[src/hw/rtl/sdme_pkg.sv]
// Shared constants and types for the Slater determinant matrix element core.
package sdme_pkg;

  // Field widths fixed by the channel format
  localparam int ORB_W    = 4;
  localparam int COEF_W   = 32;
  localparam int OCC_W    = 16;
  localparam int ELEM_W   = 48;
  localparam int ACTIVE_W = 5;

  // Default orbital capacity
  localparam int NUM_ORBITALS_DEF = 16;

  // Reset value of the active orbital count register
  localparam logic [ACTIVE_W-1:0] ACTIVE_RESET = 5'd16;

  // Opcodes of an input beat
  localparam logic [1:0] OP_LOAD_ENERGY = 2'd0;
  localparam logic [1:0] OP_LOAD_PAIR   = 2'd1;
  localparam logic [1:0] OP_COMPUTE     = 2'd2;

  // Outcome of one operator string applied to the ket
  typedef struct packed {
    logic hit;     // final string equals the bra
    logic negate;  // odd total fermionic sign
  } term_t;

endpackage

[src/hw/rtl/sdme_term.sv]
// Match and fermionic sign of annihilate d, annihilate c, create b, create a on the ket.
module sdme_term #(
  parameter int NUM_ORBITALS = sdme_pkg::NUM_ORBITALS_DEF
) (
  input  logic [((NUM_ORBITALS > sdme_pkg::OCC_W) ? NUM_ORBITALS : sdme_pkg::OCC_W)-1:0] ket,
  input  logic [((NUM_ORBITALS > sdme_pkg::OCC_W) ? NUM_ORBITALS : sdme_pkg::OCC_W)-1:0] bra,
  input  logic [((NUM_ORBITALS > 1) ? $clog2(NUM_ORBITALS) : 1)-1:0]                  idx_a,
  input  logic [((NUM_ORBITALS > 1) ? $clog2(NUM_ORBITALS) : 1)-1:0]                  idx_b,
  input  logic [((NUM_ORBITALS > 1) ? $clog2(NUM_ORBITALS) : 1)-1:0]                  idx_c,
  input  logic [((NUM_ORBITALS > 1) ? $clog2(NUM_ORBITALS) : 1)-1:0]                  idx_d,
  output sdme_pkg::term_t                                                             term
);

  localparam int STR_W = (NUM_ORBITALS > sdme_pkg::OCC_W) ? NUM_ORBITALS : sdme_pkg::OCC_W;

  logic [STR_W-1:0] bit_a, bit_b, bit_c, bit_d;
  logic [STR_W-1:0] s1, s2, s3;
  logic             p1, p2, p3, p4;
  logic             ok;

  always_comb begin
    bit_a = STR_W'(1) << idx_a;
    bit_b = STR_W'(1) << idx_b;
    bit_c = STR_W'(1) << idx_c;
    bit_d = STR_W'(1) << idx_d;

    // intermediate strings after each operator
    s1 = ket & ~bit_d;
    s2 = s1 & ~bit_c;
    s3 = s2 | bit_b;

    // parity of occupied bits below each operator's index
    p1 = ^(ket & (bit_d - STR_W'(1)));
    p2 = ^(s1 & (bit_c - STR_W'(1)));
    p3 = ^(s2 & (bit_b - STR_W'(1)));
    p4 = ^(s3 & (bit_a - STR_W'(1)));

    ok = ((ket & bit_d) != '0) && ((s1 & bit_c) != '0) &&
         ((s2 & bit_b) == '0) && ((s3 & bit_a) == '0) &&
         ((s3 | bit_a) == bra);

    term.hit    = ok;
    term.negate = p1 ^ p2 ^ p3 ^ p4;
  end

endmodule

[config.mk]
export PLATFORM = sky130hd
export DESIGN_NAME = sdme_term
export DESIGN_NICKNAME = d
export VERILOG_FILES = /design/src/hw/rtl/sdme_pkg.sv /design/src/hw/rtl/sdme_term.sv
export SDC_FILE = /design/constraint.sdc
export NUM_CORES = 1
export LEC_CHECK = 0
export BUFFER_PORTS_ARGS = -buffer_cell sky130_fd_sc_hd__buf_2
export CORE_MARGIN = 2
export CORE_UTILIZATION = 50
export DETAILED_ROUTE_END_ITERATION = 16
export PLACE_DENSITY = 0.72
export REMOVE_ABC_BUFFERS = 1
export SETUP_SLACK_MARGIN = 0.1
export SLEW_MARGIN = 10
export SYNTH_ARGS = -nofsm -noshare
export SYNTH_HDL_FRONTEND = slang
export SYNTH_SLANG_ARGS = --single-unit
export TNS_END_PERCENT = 50
[constraint.sdc]
create_clock -name vclk -period 6.1
set_input_delay 0.915 -clock vclk [all_inputs]
set_output_delay 0.915 -clock vclk [all_outputs]
set_load 0.1 [all_outputs]
=== After elaboration in Yosys (flattened, before gate mapping) ===
Cells that the tools add are included.

* Add/sub/neg operators: 4
* Eq/ne operators: 1
* Shifts and indexed selects: 4
* Bitwise logic cells: 17
* Reduce and logical (&&, ||, !) cells: 12

{| class="wikitable"
|+ Operator list
! operator !! count
|-
| AND 16 bit || 10
|-
| XOR reduction 16 bit || 4
|-
| << shifter 1 x 4 -> 16 bit, first input constant || 4
|-
| subtractor 16 x 1 -> 16 bit, second input constant || 4
|-
| zero test 16 bit || 2
|-
| NOT 16 bit || 2
|-
| bitwise OR 16 bit || 2
|-
| nonzero test 16 bit || 2
|-
| == test 16 bit || 1
|-
| logical AND 1 bit || 4
|-
| bitwise XOR 1 bit || 3
|}

* Register bits: 0
* Bits of input ports: 48
* Output and inout bits: 2
* Word-level logic and storage cells: 38

=== Depth between registers and ports, before layout ===
* Depth in word-level cells: 9
* Depth in mapped cells: 14

=== Worst setup path after synthesis ===
Ideal clock, no wire load.

* Kind: input-to-output
* Start: input idx_c[1] (netlist name)
* End: output term[0] (netlist name)
* Arrival time: 4.629 ns
* Setup slack: 0.556 ns
* Cell stages on the path: 14
* Buffers on the path: 2
* Path through: buf_2 or2_2 or2_2 ha_1 clkbuf_1 or3_1 a21o_1 a21oi_1 xnor2_1 xnor2_1 xnor2_1 xnor3_1 xnor2_2 xnor3_1

{| class="wikitable"
|+ RTL lines
! element !! line !! text
|-
| start, declared || sdme_term.sv:9 || <nowiki>input logic [((NUM_ORBITALS > 1) ? $clog2(NUM_ORBITALS) : 1)-1:0] idx_c,</nowiki>
|-
| end, declared || sdme_term.sv:11 || <nowiki>output sdme_pkg::term_t term</nowiki>
|}

==> flow_summary_export.csv <==
group,metric,value,unit
critical_path,crit_top_cell,"xnor2_1",
sta,slew_headroom,51.62,%
drt,wl_per_cell,20.18,µm
finish,instances_no_fill,565,
drt,vias,3830,
yosys,synthCells,475,
placed_design,dp.cells,565,
die,core,5956,µm²
yosys,synthTopCellsByArea,"xnor2_1 (9.4%), nand2_1 (7.9%), xor2_1 (6.5%)",
power,p_int,192.6,µW
clocking,cts_resized,0,
yosys,yosysWarnings,0,
yosys,synth_xor_area_share,19.34,%
power,seqPwrFrac,0,%
finish,antennaDiodeCount,0,
sta,setup_violations,0,
global_route,antenna_found_initial,0,
hold_path,hold_class,"in2out",
power,pwr-share-clk,0,%
finish,regArea,0,µm²
yosys,yosys.area_share.simple,33.44,%
sta,hold_viol_final,0,
finish,seq_cell_count,0,
sta,layout_min_cycle_time,5.488,ns
yosys,yosysMostFrequentCell,"nand2_1",
critical_path,max_stage_delay,0.42,ns
die,rows,28,
placed_design,gp_congestion,0.9932,
placed_design,place_ws,0.5999,ns
drt,drt-total-wl,11400,µm
yosys,synthDistinctLibCells,72,
finish,drive_gt1_share,15.92,%
yosys,synthMuxAreaShare,4.864,%
yosys,synth_top_area_cell,"xnor2_1",
yosys,synth.avg_cell_area,6.498,µm²
clocking,holdBufCountCts,0,
critical_path,worst-path-buf-inv,2,
yosys,synth_area,3087,µm²
yosys,synth_seq_area_share,0,%
drt,drtAntennaViolNets,0,
yosys,synth_common_cells,"nand2_1 (65), nor2_1 (41), xnor2_1 (33)",
critical_path,end_kind,"primary output",
status,outcome,"finished clean",
global_route,gr-total-overflow,0,
die,start_util,51.83,%
critical_path,path_max_fanout,16,
finish,nFillCells,658,
critical_path,required,5.18,ns
global_route,track_usage,33.52,%
drt,vias_per_cell,6.779,
drt,drt_iter0_drc,543,
finish,fin_nets,544,
die,fp.dieH,82.57,µm
finish,num-clock-buffers,0,
sta,min_period_over_period,89.97,%
sta,tns,0,ns
finish,area_growth,6.405,%
die,pin_count,50,
die,die-area,6818,µm²
drt,drc,0,
critical_path,crit_chain,"buf_2, or2_2, or2_2, ha_1, or3_1, a21o_1, a21oi_1, xnor2_1, xnor2_1, xnor2_1, xnor3_1, xnor2_2, xnor3_1, buf_2",
critical_path,critPathKind,"in2out",
critical_path,cp_data_arrival_time,4.57,ns
sta,rsz0062_at_grt,"false",
power,ir_worst_vdd,0.6086,mV
placed_design,io_buffers,50,
placed_design,hpwl,8963,µm
finish,stdcell_area,3284,µm²
global_route,grt_pass1_vias,3148,
yosys,yosysTopAreaCellShare,9.364,%
sta,worst_pin_slew,0.7257,ns
power,total_leakage_power,1.276,nW
finish,multi_input_area,2888,µm²
run,max-cap-violations,0,
critical_path,cp_slowest_cell,"buf_2",
global_route,grt_pass1_wl,17490,µm
power,p_per_area,168.9,nW/µm²
power,p_comb_share,100.0,%
sta,drv_slew,0,
sta,fmax,182.2,MHz
critical_path,crit_family,"XOR/XNOR gates",
sta,worst_slack,0.6121,ns
yosys,synth_top_family_by_area,"compound AO/OA/AOI/OAI gates",
power,switching_share,65.27,%
yosys,synth_fa_ha_area_share,1.621,%
die,die_x,82.57,µm
power,power,554.6,µW
clocking,post_cts_buffers,0,
power,netSwitchingPower,362.0,µW
placed_design,place_area,3284,µm²
critical_path,cp-start-kind,"primary input",
drt,drt_pre_antenna_iters,7,
global_route,grt_max_degree,30,
yosys,synth_compound_area_share,34.29,%
## cell families (layout without fill, tap and decap cells)
kind of cell,Yosys count,count (layout)
adders and majority gates,4,4
and+or+nand+nor,200,200
buffers and inverters,46,61
xor gates and xnor gates,61,61
muxes,11,11
AOI/OAI and AO/OA,153,153
## placed cells by master (no fill, tap or decap), types with 6 or more instances in the layout
| cell type | count |
|---|---|
| a21oi_1 | 28 |
| a31oi_1 | 10 |
| buf_2 | 50 |
| inv_1 | 8 |
| mux2i_1 | 6 |
| nand2_1 | 65 |
| nand2b_1 | 12 |
| nand3_1 | 16 |
| nand4b_1 | 6 |
| nor2_1 | 41 |
| nor2b_1 | 7 |
| nor3_1 | 10 |
| o211ai_1 | 7 |
| o21ai_0 | 32 |
| o21ai_1 | 7 |
| o22ai_1 | 10 |
| xnor2_1 | 33 |
| xor2_1 | 23 |
## area by class of cell
class              count  area share (%)
inverters              8          0.9143
well taps             75           2.857
repair buffers        53           8.305
multi-input cells    429           87.92
## metrics by stage
| step | utilization [%] | hold slack (ns) |
|---|---|---|
| final | 55.15 | 2.638 |
| after global routing | 55.15 | 2.690 |
| after CTS | 55.15 | 2.621 |
| after detailed placement | 55.15 | 2.620 |
| after global placement | 55.15 | 2.614 |
| after floorplan | - | 2.336 |
## worst min-delay path, cell delays in order
cell and delay [ns]:
buf_2 0.08, xor2_1 0.11, or4_1 0.11, nor3_1 0.04
and3_1 0.17, buf_2 0.29
## metal layers
layer	vias up	wire length [µm]	share of wire, %	GRT usage (%)
met2	243	4901	43	48.71
li1	1794	-	-	-
met1	1772	5091	45	52.85
met5	-	0	0	0
met4	0	133	1.2	2.295
met3	21	1274	11	5.652
## power groups by stage
stage	combinational, mW	clock, mW	sequential [mW]
4_1_cts	0.549	0	0
6_report	0.555	0	0
3_3_place_gp	0.544	0	0
2_1_floorplan	0.419	0	0
3_5_place_dp	0.549	0	0
5_1_grt	0.589	0	0
## final timing paths
path / slack, ns / cells after the start / start / to
max: 0.61 / 14 / idx_c[1] / term[0]
min: 2.64 / 6 / bra[14] / term[1]
(Power assumes the default switching activity.)
